--- src/rtl/sve_pkg.sv ---
// Shared types, codes and envelope update functions for the volume envelope block.
`default_nettype none

package sve_pkg;

   typedef enum logic [1:0] {
      ACT_WRITE  = 2'd0,
      ACT_TICK   = 2'd1,
      ACT_EXPIRE = 2'd2
   } action_type;

   localparam logic [2:0] REG_ENVELOPE = 3'd2;
   localparam logic [2:0] REG_CONTROL  = 3'd4;

   localparam logic [3:0] TIMER_FULL = 4'd8;
   localparam logic [3:0] LEVEL_MAX  = 4'hF;
   localparam logic [3:0] LEVEL_MIN  = 4'h0;

   typedef struct packed {
      logic [1:0] action;
      logic [2:0] reg_index;
      logic [7:0] write_data;
   } req_item_type;

   typedef struct packed {
      logic [3:0] output_level;
      logic [3:0] envelope_level;
      logic       envelope_running;
      logic       trigger_taken;
   } rsp_item_type;

   typedef struct packed {
      logic [7:0] env_reg;
      logic [3:0] period_timer;
      logic [3:0] stop_level;
      logic [3:0] clamp_level;
      logic       running;
      logic [2:0] step_period;
      logic       step_up;
      logic [7:0] step_countdown;
   } env_state_type;

   // Reload the period timer and the clamp stepper from the envelope register.
   function automatic env_state_type env_reload(env_state_type s);
      env_state_type n;
      logic [2:0]    raw;
      n   = s;
      raw = s.env_reg[2:0];
      n.period_timer   = (raw == 3'd0) ? TIMER_FULL : {1'b0, raw};
      n.step_period    = raw;
      n.step_up        = s.env_reg[3];
      n.step_countdown = {5'd0, raw};
      return n;
   endfunction

   // One envelope clock tick.
   function automatic env_state_type env_tick(env_state_type s);
      env_state_type n;
      n = s;
      if (n.running) begin
         if (n.period_timer <= 4'd1) begin
            n = env_reload(n);
            if (n.step_period != 3'd0) begin
               if (n.env_reg[3]) begin
                  if (n.stop_level != LEVEL_MAX) begin
                     n.stop_level = n.stop_level + 4'd1;
                  end else begin
                     n.running = 1'b0;
                  end
               end else begin
                  if (n.stop_level != LEVEL_MIN) begin
                     n.stop_level = n.stop_level - 4'd1;
                  end else begin
                     n.running = 1'b0;
                  end
               end
            end
         end else begin
            n.period_timer = n.period_timer - 4'd1;
         end
      end
      if (n.step_period != 3'd0) begin
         n.step_countdown = n.step_countdown - 8'd1;
         if (n.step_countdown == 8'd0) begin
            n.step_countdown = {5'd0, n.step_period};
            if (n.step_up) begin
               if (n.clamp_level != LEVEL_MAX) n.clamp_level = n.clamp_level + 4'd1;
            end else if (n.clamp_level != LEVEL_MIN) begin
               n.clamp_level = n.clamp_level - 4'd1;
            end
         end
      end
      return n;
   endfunction

   // Zombie-mode volume adjustment on an envelope write (mod 16 arithmetic).
   function automatic logic [3:0] zombie_level(logic [3:0] level, logic [7:0] prev,
                                               logic [7:0] data);
      logic [3:0] v;
      v = level;
      if (prev[3] != data[3]) begin
         if (!prev[3]) begin
            v = v + 4'd1;
            if (prev[2:0] != 3'd0) v = v + 4'd1;
         end
         v = 4'd0 - v;
      end else if (prev[3:0] == 4'h8) begin
         v = v + 4'd1;
      end
      return v;
   endfunction

endpackage

`default_nettype wire

--- src/rtl/sve_if.sv ---
// Valid/ready channel interfaces for requests and responses.
`default_nettype none

interface sve_req_if;
   logic       valid;
   logic       ready;
   logic [1:0] action;
   logic [2:0] reg_index;
   logic [7:0] write_data;

   modport source (output valid, output action, output reg_index, output write_data,
                   input ready);
   modport sink   (input valid, input action, input reg_index, input write_data,
                   output ready);
endinterface

interface sve_rsp_if;
   logic       valid;
   logic       ready;
   logic [3:0] output_level;
   logic [3:0] envelope_level;
   logic       envelope_running;
   logic       trigger_taken;

   modport source (output valid, output output_level, output envelope_level,
                   output envelope_running, output trigger_taken, input ready);
   modport sink   (input valid, input output_level, input envelope_level,
                   input envelope_running, input trigger_taken, output ready);
endinterface

`default_nettype wire

--- src/rtl/sound_volume_envelope.sv ---
// Volume envelope of one sound channel: top level with input and result registers.
//
// Usage:
//   req_ch carries one transaction per item: action (register write, envelope
//   clock tick or length expiry), reg_index and write_data. rsp_ch returns
//   exactly one result per request: the clamped output level, the envelope
//   level, the running flag and whether the write triggered the channel.
//   A request accepted into the input register is applied to the envelope
//   state, and its result loaded into the result register, once that
//   register is free or being read. Throughput is one request per cycle
//   while rsp_ch.ready is high; the update is a single short
//   combinational pass between the input register and the result register.
//   When the receiver holds rsp_ch.ready low, the result register holds its
//   transaction, one more request may wait in the input register, and
//   req_ch.ready drops until a result is taken.
//   Reset (synchronous, active high) clears the envelope register, timers,
//   levels and flags to zero and empties both registers.
`default_nettype none

module sound_volume_envelope
   import sve_pkg::*;
(
   input  wire logic clock,
   input  wire logic reset,
   sve_req_if.sink   req_ch,
   sve_rsp_if.source rsp_ch
);

   req_item_type in_item_ff;
   logic         in_vld_ff;
   logic         in_vld_in;
   rsp_item_type out_item_ff;
   logic         out_vld_ff;
   logic         out_vld_in;
   rsp_item_type result_in;
   logic         advance;
   logic         req_take;

   assign advance      = in_vld_ff && (!out_vld_ff || rsp_ch.ready);
   assign req_ch.ready = !in_vld_ff || advance;
   assign req_take     = req_ch.valid && req_ch.ready;

   assign in_vld_in  = req_take ? 1'b1 : (advance ? 1'b0 : in_vld_ff);
   assign out_vld_in = advance ? 1'b1 : (rsp_ch.ready ? 1'b0 : out_vld_ff);

   sve_core u_core (
      .clock     (clock),
      .reset     (reset),
      .step      (advance),
      .item      (in_item_ff),
      .result_in (result_in)
   );

   always_ff @(posedge clock) begin
      if (reset) begin
         in_vld_ff  <= 1'b0;
         out_vld_ff <= 1'b0;
      end else begin
         in_vld_ff  <= in_vld_in;
         out_vld_ff <= out_vld_in;
      end
      if (req_take) begin
         in_item_ff.action     <= req_ch.action;
         in_item_ff.reg_index  <= req_ch.reg_index;
         in_item_ff.write_data <= req_ch.write_data;
      end
      if (advance) begin
         out_item_ff <= result_in;
      end
   end

   assign rsp_ch.valid            = out_vld_ff;
   assign rsp_ch.output_level     = out_item_ff.output_level;
   assign rsp_ch.envelope_level   = out_item_ff.envelope_level;
   assign rsp_ch.envelope_running = out_item_ff.envelope_running;
   assign rsp_ch.trigger_taken    = out_item_ff.trigger_taken;

endmodule

`default_nettype wire

--- src/rtl/sve_core.sv ---
// Envelope state registers and the single-pass update for one transaction.
`default_nettype none

module sve_core
   import sve_pkg::*;
(
   input  wire logic         clock,
   input  wire logic         reset,
   input  wire logic         step,
   input  wire req_item_type item,
   output rsp_item_type      result_in
);

   env_state_type state_ff;
   env_state_type state_in;
   env_state_type pre;
   logic          trig;

   always_comb begin
      state_in = state_ff;
      pre      = state_ff;
      trig     = 1'b0;
      case (action_type'(item.action))
         ACT_WRITE: begin
            if (item.reg_index == REG_ENVELOPE) begin
               if (item.write_data[7:3] == 5'd0) begin
                  state_in.clamp_level = LEVEL_MIN;
                  state_in.running     = 1'b0;
               end else begin
                  pre.clamp_level = zombie_level(state_ff.clamp_level, state_ff.env_reg,
                                                 item.write_data);
                  state_in = pre;
                  if (item.write_data[2:0] != 3'd0 && state_ff.period_timer == TIMER_FULL)
                  begin
                     pre.clamp_level    = item.write_data[7:4];
                     pre.step_period    = item.write_data[2:0];
                     pre.step_up        = item.write_data[3];
                     pre.step_countdown = item.write_data;
                     pre.period_timer   = 4'd1;
                     // tick still sees the old envelope register
                     state_in = env_tick(pre);
                  end
               end
               state_in.env_reg = item.write_data;
            end else if (item.reg_index == REG_CONTROL && item.write_data[7]) begin
               trig = 1'b1;
               pre.stop_level  = state_ff.env_reg[7:4];
               pre.clamp_level = state_ff.env_reg[7:4];
               pre.running     = 1'b1;
               state_in = env_reload(pre);
               if (state_ff.env_reg[7:3] == 5'd0) begin
                  state_in.clamp_level = LEVEL_MIN;
                  state_in.running     = 1'b0;
               end
            end
         end
         ACT_TICK: begin
            state_in = env_tick(state_ff);
         end
         ACT_EXPIRE: begin
            state_in.stop_level = LEVEL_MIN;
            state_in.running    = 1'b0;
         end
         default: begin
            state_in = state_ff;
         end
      endcase
   end

   assign result_in.output_level     = state_in.clamp_level;
   assign result_in.envelope_level   = state_in.stop_level;
   assign result_in.envelope_running = state_in.running;
   assign result_in.trigger_taken    = trig;

   always_ff @(posedge clock) begin
      if (reset) begin
         state_ff <= '0;
      end else if (step) begin
         state_ff <= state_in;
      end
   end

endmodule

`default_nettype wire

--- src/flat_wrapper.sv ---
// flat-port wrapper written by rule: the top's interface ports become plain ports
module sound_volume_envelope_flat import sve_pkg::*;
  (clock, reset, req_ch_valid, req_ch_action, req_ch_reg_index, req_ch_write_data, req_ch_ready, rsp_ch_valid, rsp_ch_output_level, rsp_ch_envelope_level, rsp_ch_envelope_running, rsp_ch_trigger_taken, rsp_ch_ready);
  sve_req_if req_ch_i ();
  sve_rsp_if rsp_ch_i ();
  input  wire logic clock;
  input  wire logic reset;
  input wire logic [$bits(req_ch_i.valid)-1:0] req_ch_valid;
  input wire logic [$bits(req_ch_i.action)-1:0] req_ch_action;
  input wire logic [$bits(req_ch_i.reg_index)-1:0] req_ch_reg_index;
  input wire logic [$bits(req_ch_i.write_data)-1:0] req_ch_write_data;
  output wire logic [$bits(req_ch_i.ready)-1:0] req_ch_ready;
  output wire logic [$bits(rsp_ch_i.valid)-1:0] rsp_ch_valid;
  output wire logic [$bits(rsp_ch_i.output_level)-1:0] rsp_ch_output_level;
  output wire logic [$bits(rsp_ch_i.envelope_level)-1:0] rsp_ch_envelope_level;
  output wire logic [$bits(rsp_ch_i.envelope_running)-1:0] rsp_ch_envelope_running;
  output wire logic [$bits(rsp_ch_i.trigger_taken)-1:0] rsp_ch_trigger_taken;
  input wire logic [$bits(rsp_ch_i.ready)-1:0] rsp_ch_ready;
  assign req_ch_i.valid = req_ch_valid;
  assign req_ch_i.action = req_ch_action;
  assign req_ch_i.reg_index = req_ch_reg_index;
  assign req_ch_i.write_data = req_ch_write_data;
  assign req_ch_ready = req_ch_i.ready;
  assign rsp_ch_valid = rsp_ch_i.valid;
  assign rsp_ch_output_level = rsp_ch_i.output_level;
  assign rsp_ch_envelope_level = rsp_ch_i.envelope_level;
  assign rsp_ch_envelope_running = rsp_ch_i.envelope_running;
  assign rsp_ch_trigger_taken = rsp_ch_i.trigger_taken;
  assign rsp_ch_i.ready = rsp_ch_ready;
  sound_volume_envelope u_core (.clock(clock), .reset(reset), .req_ch(req_ch_i), .rsp_ch(rsp_ch_i));
endmodule
--- config.mk ---
export PLATFORM = sky130hd
export DESIGN_NAME = sound_volume_envelope_flat
export DESIGN_NICKNAME = d
export VERILOG_FILES = /design/src/rtl/sve_pkg.sv /design/src/rtl/sve_if.sv /design/src/rtl/sound_volume_envelope.sv /design/src/rtl/sve_core.sv /design/src/flat_wrapper.sv
export SDC_FILE = /design/constraint.sdc
export NUM_CORES = 1
export LEC_CHECK = 0
export BUFFER_PORTS_ARGS = -buffer_cell sky130_fd_sc_hd__buf_2
export CAP_MARGIN = 20
export CORE_UTILIZATION = 56
export CTS_CLUSTER_DIAMETER = 50
export CTS_CLUSTER_SIZE = 10
export DETAILED_ROUTE_END_ITERATION = 6
export PLACE_DENSITY = 0.84
export SLEW_MARGIN = 20
export SYNTH_ARGS = -nofsm -noshare
export SYNTH_HDL_FRONTEND = slang
export SYNTH_SLANG_ARGS = --single-unit
--- constraint.sdc ---
create_clock -name clock -period 3.5 [get_ports clock]
set_input_delay 0 -clock clock [delete_from_list [all_inputs] [get_ports clock]]
set_output_delay 0 -clock clock [all_outputs]
set_load 0.02 [all_outputs]
# --- Word level (Yosys, flattened, before mapping) ---
# Cells that the tools add are included.
# W data, S select, Z words.
op_classes:
  n_div: 0
  order_cmp: 1
  n_bitwise: 2
  n_eq_ne: 14
  add_sub_neg: 12
  shift: 0
  multipliers: 0
  n_mux: 57
  n_reduce_logical: 28
ops:
  columns: ["operator", "n"]
  rows:
  - ["$mux W25", 9]
  - ["$mux W4", 24]
  - ["$pmux W12 S2", 2]
  - ["$mux W8", 5]
  - ["$mux W33", 1]
  - ["$mux W21", 1]
  - ["$add A4 B1 Y4 const B", 5]
  - ["$logic_not A8 Y1", 2]
  - ["$sub A4 B1 Y4 const B", 4]
  - ["$sub A8 B1 Y8 const B", 2]
  - ["$mux W12", 1]
  - ["$ne A4 B4 Y1 const B", 3]
  - ["$pmux W4 S3", 1]
  - ["$reduce_bool A3 Y1", 4]
  - ["$reduce_bool A4 Y1", 3]
  - ["$logic_not A5 Y1", 2]
  - ["$mux W5", 2]
  - ["$mux W1", 9]
  - ["$ne A3 B3 Y1 const B", 3]
  - ["$eq A4 B4 Y1 const B", 2]
  - ["$pmux W4 S2", 1]
  - ["$reduce_and A6 Y1", 1]
  - ["$reduce_bool A2 Y1", 3]
  - ["$reduce_and A5 Y1", 1]
  - ["other kinds (17)", 23]
totals:
  latch_bits: 0
  rom_bits: 0
  out_inout_bits: 12
  mem_count: 0
  reg_bits: 58
  inputBits: 17
  mem_bits_rw: 0

# --- Logic depth before layout (Yosys ltp) ---
# Gate-level depths: netlist of run 1.
depth:
  ltp_word: 18
  depth_mapped: 17
  depth_no_buf: 15

# --- By module ---
# A second synthesis of run 1 with hierarchy kept.
unflattened:
  cells_unflattened: 624
  area_unflattened_um2: 4921.0
modules_own_cells:
  columns: ["mod", "n_inst", "seq_area_each_um2", "cells_per_inst", "area_per_inst_um2"]
  rows:
  - ["sve_core", 1, 660.6, 591, 4126.5]
  - ["sound_volume_envelope", 1, 730.7, 33, 794.5]

# --- Worst setup path after synthesis of run 1 ---
# OpenSTA, ideal clock, no wires.
synth_path:
  kind: "flip-flop to flip-flop"
  startpoint: "register u_core.u_core.state_ff[21] (netlist bit)"
  endpoint: "register u_core.out_item_ff, in the netlist u_core.rsp_ch.output_level[3], data pin"
  required_time_ns: 3.230
  arrival_ns: 3.328
  path_slack_ns: -0.098
  setup_time_ns: 0.270
  path_buffers: 2
  stages_incl_launch_ff: 18
  path_cell_list: "dfxtp_1 -> inv_1 -> ha_1 -> or2_1 -> and3_1 -> clkbuf_1 -> nand2_1 -> a21boi_0 -> ha_1 -> nand3b_1 -> o21ai_0 -> a21oi_1 -> o41ai_1 -> and3_1 -> clkbuf_1 -> mux2i_1 -> nor4_1 -> a21oi_1"
synth_rtl:
  columns: ["element", "line_no", "rtl"]
  rows:
  - ["start: declaration", "sve_core.sv:14", "env_state_type state_ff;"]
  - ["start signal: assignment", "sve_core.sv:79", "state_ff <= state_in;"]
  - ["end signal: assignment", "sound_volume_envelope.sv:68", "out_item_ff <= result_in;"]
  - ["end: declaration", "sound_volume_envelope.sv:32", "rsp_item_type out_item_ff;"]

==> results.tsv, run 1 <==
stage	metric	value	unit
status	status	finished clean	
global_routing	initial antenna violation count	0	
timing	final setup fails	0	
clocking	Inserted Clock Buffers	9	
yosys	main combinational cell family by area after synthesis	compound AO/OA/AOI/OAI gates	
routing	WL per Instance	19.79	um
yosys	register area share after synthesis	0.2977	
clocking	CTS tree	done	
global_routing	Total GRT Usage	0.3553	
finish	cell area after layout	5415	um2
floorplan	# rows	32	
floorplan	Die Ht	93.35	um
job	Max Cap Viol	0	
floorplan	Die ar.	8714	um2
yosys	Ys Warns	0	
routing	Metal-1 WL	5.889	mm
routing	DR WL met2	7.002	mm
routing	First-pass DRT Iterations	7	
routing	DRC viols	0	
power	P_leak	2.130	nW
floorplan	I/O pins	29	
clocking	Clk pin slew, worst setup/hold paths	70	ps
placed_design	Place WS	-18.73	ps
yosys	most used flip-flop cell after synthesis	dfxtp_1	
yosys	Post-Syn Nets	644	
routing	Via-to-Cell Ratio	6.795	
worst_setup_path	Crit path required time	3610	ps
timing	Rel. slew slack	0.2621	
worst_setup_path	CP Capture Type	flip-flop	
worst_setup_path	Max FO, Critical Path	11	
yosys	compound-cell area share of the yosys netlist	0.2801	
power	VDD IR max	0.0003773	V
clocking	H-tree Lvls	3	
yosys	Synth Area in XOR/XNOR	0.03481	
routing	met3 wire len	1.563	mm
yosys	Area contributors post-synth	dfxtp_1, edfxtp_1, nor2_1, nand2_1, o21ai_0	
timing	final-report hold violation count	0	
yosys	post-synth cell types	74	
global_routing	number of global-route vias before repair	4855	
routing	Final ANT Viol Nets	0	
finish	sequential cell area	1396	um2
timing	Final WS setup	137.0	ps
placed_design	# port buffers	28	
finish	Area growth syn-to-layout	15.88	%
finish	# diodes	0	
yosys	mux share of post-synthesis cell area	0.04391	
yosys	async set-reset flop share out of synthesis	0	
yosys	cells after synthesis	611	
timing	min Tclk post-route	3363	ps
power	Total Power	1.731	mW
clocking	Clock Tree Root	clkbuf_8	
floorplan	Die Wd	93.35	um
worst_setup_path	Setup Crit Path Kind	flip-flop to flip-flop	
placed_design	Post-DP Area	5001	um2
yosys	Post-synth EDFFs	23	
placed_design	DP HPWL	10.61	mm
worst_setup_path	Arr. time, crit path	3480	ps
timing	setup TNS	0	ps
clocking	Sink Count	58	
finish	final net count	687	
yosys	mean area per synthesized cell	7.648	um2
yosys	Simple-Gate Fraction of Synth Area	0.2452	
clocking	worst-skew pair later-pin latency	360	ps
clocking	maximum buffer depth of the clock tree	2	
timing	Final Skew	11.65	ps
yosys	Seq cells post-synth	58	
yosys	Adder-Cell Fraction of Synth Area	0.04284	
global_routing	global-route wire length before repair	23.92	mm
placed_design	Final Wtd Congestion	0.9750	
finish	Multi-input gate area	3092	um2
yosys	largest area contributor in the netlist	dfxtp_1	
global_routing	GR Overflow Total	0	
finish	layout cell share with drive strength beyond 1	0.1457	
routing	Top Metal Used	met4	
routing	routed wire length	15.06	mm
yosys	post-synth top area share	0.1499	
routing	First DRT Iteration DRCs	598	
worst_hold_path	Hold Path Class	input port to flip-flop	
yosys	Cell Area, Synth	4673	um2
timing	period utilisation layout	0.9608	
timing	Worst Tran Pin Value	1104	ps
power	PD cells	319.6	nW/um2
routing	DR vias	5171	
global_routing	pin count of the biggest net entering global routing	27	
worst_setup_path	Startpoint Class	flip-flop	
floorplan	total core area	7888	um2
timing	Achievable Freq	0.2974	GHz
finish	Fillers	645	
floorplan	Starting Density	0.5925	
timing	Final Max Slew Viols	0	
==> cells by family (layout without fill, tap and decap cells) <==
group / count (synthesis) / count (layout)
compound gates: 195 / 195
xor+xnor: 17 / 17
fa+ha+maj: 16 / 16
buf+inv: 66 / 114
flops: 58 / 58
mux: 20 / 20
simple gates: 239 / 239
==> final cells by class <==
class,count,share of cell area
Clock buffer,12,0.02495
Timing Repair Buffer,76,0.09935
Clock inverter,4,0.008087
Tap cell,102,0.02357
Inverter,22,0.01525
Sequential cell,58,0.2579
Multi-Input combinational cell,487,0.5709
==> metal layers <==
layer | global-route usage | up-vias
li1 | - | 2358
met1 | 0.4598 | 2390
met2 | 0.5809 | 356
met3 | 0.06423 | 67
met4 | 0.1500 | 0
met5 | 0 | -
==> flip-flops by register name, summed over array words and instances, names as in the netlist <==
register	flops
u_core.u_core.pre	8
u_core.rsp_ch.envelope_level	4
u_core.u_core.state_ff	25
u_core.rsp_ch.valid	1
u_core.rsp_ch.output_level	4
u_core.rsp_ch.trigger_taken	1
u_core.in_item_ff	13
u_core.in_vld_ff	1
u_core.rsp_ch.envelope_running	1
==> critical path: stages (launching register included) <==
cell      delay, ps
dfxtp_1         490
mux2i_1         310
ha_1            300
inv_1           150
or3_1           350
a32oi_1         280
a21boi_4        320
nand3_1         110
a221oi_1        410
nor3_1          160
o31a_1          260
==> cells in the mapped netlist (3+ instances only) <==
| cell | instances |
|---|---|
| nand3b_1 | 4 |
| nand4_1 | 5 |
| nand3_1 | 24 |
| o21a_1 | 3 |
| nor4_1 | 4 |
| o31ai_1 | 7 |
| and2_1 | 3 |
| o21bai_1 | 3 |
| o41ai_1 | 4 |
| xor2_1 | 6 |
| a211oi_1 | 7 |
| clkbuf_1 | 37 |
| buf_2 | 3 |
| o211ai_1 | 10 |
| a21oi_1 | 37 |
| edfxtp_1 | 23 |
| o21ai_0 | 46 |
| a21boi_0 | 3 |
| nor3_1 | 21 |
| a31oi_1 | 17 |
| and3_1 | 4 |
| nand2b_1 | 7 |
| mux2i_1 | 19 |
| nor2b_1 | 3 |
| inv_1 | 22 |
| o221ai_1 | 4 |
| a22oi_1 | 4 |
| xnor2_1 | 10 |
| o21ai_1 | 8 |
| a311oi_1 | 4 |
| buf_1 | 3 |
| or3_1 | 11 |
| dfxtp_1 | 35 |
| nor2_1 | 68 |
| nand2_1 | 67 |
| ha_1 | 16 |
| a2111oi_0 | 3 |
| a221oi_1 | 4 |
| or2_1 | 3 |
==> placed cells by master, fill, tap and decap left out, types with 4 or more instances in the layout <==
| cell type | count |
|---|---|
| a211oi_1 | 6 |
| a21oi_1 | 37 |
| a221oi_1 | 4 |
| a22oi_1 | 4 |
| a311oi_1 | 4 |
| a31oi_1 | 17 |
| buf_2 | 28 |
| buf_4 | 33 |
| clkbuf_8 | 9 |
| dfxtp_1 | 33 |
| dlygate4sd3_1 | 15 |
| edfxtp_1 | 23 |
| ha_1 | 14 |
| inv_1 | 20 |
| mux2i_1 | 18 |
| nand2_1 | 67 |
| nand2b_1 | 7 |
| nand3_1 | 23 |
| nand3b_1 | 4 |
| nand4_1 | 5 |
| nor2_1 | 68 |
| nor3_1 | 21 |
| o211ai_1 | 10 |
| o21ai_0 | 46 |
| o21ai_1 | 8 |
| o221ai_1 | 4 |
| o31ai_1 | 7 |
| or3_1 | 11 |
| xnor2_1 | 10 |
| xor2_1 | 6 |
==> path summary, 6_finish.rpt <==
kind                                           startpoint                       endpoint  slack [ps]  cells past startpoint
worst max-delay path                u_core.u_core.pre[26]  u_core.rsp_ch.output_level[2]         140                     10
worst min-delay path                                reset      u_core.u_core.state_ff[3]         140                      2
worst max register to register      u_core.u_core.pre[26]  u_core.rsp_ch.output_level[2]         140                     10
worst min register to register  u_core.u_core.state_ff[8]      u_core.u_core.state_ff[8]         470                      2
==> metrics by stage <==
step	cells	util	hold slack [ps]
2_1_floorplan	611	-	98.87
3_3_place_gp	727	0.6340	176.3
3_5_place_dp	727	0.6340	178.2
4_1_cts	759	0.6770	126.7
5_1_grt	761	0.6865	150.1
6_report	761	0.6865	139.2
==> report_power, final <==
part | switching, mW | leakage [nW] | internal (mW)
clock | 0.279 | 0.0918 | 0.325
sequential | 0.0379 | 0.508 | 0.731
combinational | 0.219 | 1.53 | 0.140
total | 0.535 | 2.13 | 1.20
==> repair_timing <==
action,4_1_cts,5_1_grt
buffers inserted,1,2
resized for setup,1,16
hold buffers,15,0
pin swaps,1,5
cloned,0,0
setup endpoints to repair,2,11
endpoints found under the hold margin,15,0
(Power assumes the default switching activity.)
==> run 2, diff against run 1 <==
==> constraint.sdc (replaced) <==
create_clock -name clock -period 2.93 [get_ports clock]
set_input_delay 0 -clock clock [delete_from_list [all_inputs] [get_ports clock]]
set_output_delay 0 -clock clock [all_outputs]
set_load 0.02 [all_outputs]
==> run 2 against run 1 <==
  * The run now ends with setup timing left
  * Total power is 33% higher
  * Global-route usage is 4.6 points higher
  * Setup slack worse by 290 ps
  * Critical path type unchanged
  * Non-clock buffer count is 56 higher
  * Core utilization is 8.8 points higher
  * Cell area is 13% higher
  * Die area stayed put
  * Register-to-register slack worse by 290 ps
  * Routed wire length is 14% higher
  * Highest routed layer unchanged
  * Combinational power is 51% higher
==> results.tsv, run 2 (same netlist as run 1, synthesis figures left out) <==
stage	metric	value	unit
clocking	maximum buffer depth of the clock tree	2	
timing	RSZ-0062 raised after global routing	true	
routing	Final ANT Viol Nets	0	
global_routing	global-route wire length before repair	26.77	mm
floorplan	Starting Density	0.5925	
worst_setup_path	Worst Setup SP	u_core.u_core.state_ff[21]	
worst_setup_path	Crit path required time	3010	ps
finish	Area growth syn-to-layout	30.74	%
timing	Rel. slew slack	0.2973	
worst_setup_path	Max FO, Critical Path	4	
timing	period utilisation layout	1.052	
timing	Final Skew	12.55	ps
global_routing	M3 GR Usage	0.07398	
worst_setup_path	Setup Crit Path Kind	flip-flop to flip-flop	
global_routing	GR Util met2	0.6746	
timing	final-report hold violation count	0	
floorplan	total core area	7888	um2
finish	Biggest register	u_core.u_core.state_ff	
power	VDD IR max	0.0002928	V
finish	cell area after layout	6110	um2
clocking	CTS tree	done	
floorplan	Die Wd	93.35	um
power	P_leak	2.505	nW
worst_setup_path	CP bufs+invs	2	
placed_design	# port buffers	28	
worst_setup_path	RR Startpoint	u_core.u_core.state_ff[21]	
routing	First-pass DRT Iterations	7	
worst_setup_path	worst stage delay on the critical path	380	ps
timing	final setup fails	8	
timing	Final Max Slew Viols	0	
finish	most frequent cells in the layout	buf_4, nor2_1, nand2_1, o21ai_0, a21oi_1	
clocking	Clock Tree Root	clkbuf_8	
worst_hold_path	hold path start	reset	
worst_setup_path	Startpoint Class	flip-flop	
worst_hold_path	Hold Path Class	input port to flip-flop	
routing	DRC viols	0	
clocking	Sink Count	58	
finish	# diodes	0	
job	Max Cap Viol	0	
global_routing	number of global-route vias before repair	5225	
status	status	complete, but fails checks	
global_routing	Total GRT Usage	0.4012	
placed_design	Place WS	-199.2	ps
global_routing	gr busiest metal	met2	
power	PD cells	377.7	nW/um2
floorplan	# rows	32	
timing	Final WS setup	-152.5	ps
finish	layout cell share with drive strength beyond 1	0.2448	
global_routing	initial antenna violation count	0	
timing	Achievable Freq	0.3244	GHz
timing	setup TNS	-883.6	ps
worst_setup_path	slowest CP cell	dfxtp_4	
clocking	H-tree Lvls	3	
routing	Via-to-Cell Ratio	6.705	
timing	Worst Tran Pin Value	1046	ps
global_routing	pin count of the biggest net entering global routing	27	
finish	commonest non-fill, non-tap cell in the layout	buf_4	
worst_setup_path	crit-path leading delay family	compound AO/OA/AOI/OAI gates	
worst_setup_path	Arr. time, crit path	3170	ps
routing	DR vias	5478	
clocking	Clk pin slew, worst setup/hold paths	70	ps
placed_design	Final Wtd Congestion	0.9347	
routing	First DRT Iteration DRCs	653	
timing	min Tclk post-route	3083	ps
routing	routed wire length	17.21	mm
finish	max reg flops	25	
floorplan	Die ar.	8714	um2
placed_design	DP HPWL	11.62	mm
finish	final net count	743	
worst_setup_path	CP Cell Sequence	inv_4 > ha_4 > or2_4 > and3_4 > nand2_2 > a21boi_4 > ha_4 > nand3b_1 > o21ai_2 > a21oi_2 > o41ai_4 > buf_4 > nand4_1 > xnor2_1 > a21oi_2 > mux2i_1	
global_routing	GR Overflow Total	0	
placed_design	Post-DP Area	5431	um2
floorplan	Die Ht	93.35	um
clocking	worst-skew pair later-pin latency	340	ps
floorplan	I/O pins	29	
worst_setup_path	CP Capture Type	flip-flop	
status	failing checks	setup timing	
clocking	Inserted Clock Buffers	9	
routing	WL per Instance	21.07	um
global_routing	met1 Use GR	0.5084	
## run 2: changes by cell type in the layout (fill, tap and decap cells not counted), sizes merged
| cell | previous run | this run |
|---|---|---|
| buf | 61 | 117 |
| clkbuf | 12 | 14 |
| bufinv | 1 | 0 |
| clkinv | 3 | 2 |
## run 2: layout make-up
class | instances | area (um2)
multi-input cells | 487 | 3252
fillers | 561 | 1778
well taps | 102 | 127.6
repair buffers | 132 | 1010
clock inverters | 2 | 10.01
flip-flops and latches | 58 | 1396
clock buffers | 14 | 226.5
inverters | 22 | 87.58
## run 2: metal layers
metal	vias up	part of all wire	wire, um
met3	56	0.10	1760
met5	-	0	0
li1	2479	-	-
met4	0	0.033	563
met1	2574	0.39	6742
met2	369	0.47	8148
## run 2: per-stage QoR
step | hold slack [ps] | utilization | total power [mW] | std cells
after CTS | 144.9 | 0.7597 | 2.259 | 810
after global placement | 178.4 | 0.6886 | 1.374 | 767
after global routing | 167.5 | 0.7746 | 2.377 | 817
final | 144.9 | 0.7746 | 2.308 | 817
after floorplan | 98.87 | - | 1.224 | 611
after detailed placement | 178.1 | 0.6886 | 1.384 | 767
## run 2: timing repair
item	in CTS	in global routing
hold buffers	15	0
pin swaps	9	10
endpoints found under the hold margin	15	0
buffers inserted	12	7
setup endpoints to repair	10	13
gates resized for setup	17	18
## run 2: worst paths after layout
check                                                     end  slack, ps  cells after the start
worst min-delay path                u_core.u_core.state_ff[3]        140                      2
worst max register to register  u_core.rsp_ch.output_level[0]       -150                     16
worst min register to register      u_core.u_core.state_ff[8]        470                      2
worst max-delay path            u_core.rsp_ch.output_level[0]       -150                     16
## run 2: where the power goes
part / switching, mW / total (mW) / internal [mW]
clock network: 0.351 / 0.857 / 0.506
registers: 0.0377 / 0.911 / 0.873
logic: 0.311 / 0.540 / 0.229
total: 0.700 / 2.31 / 1.61
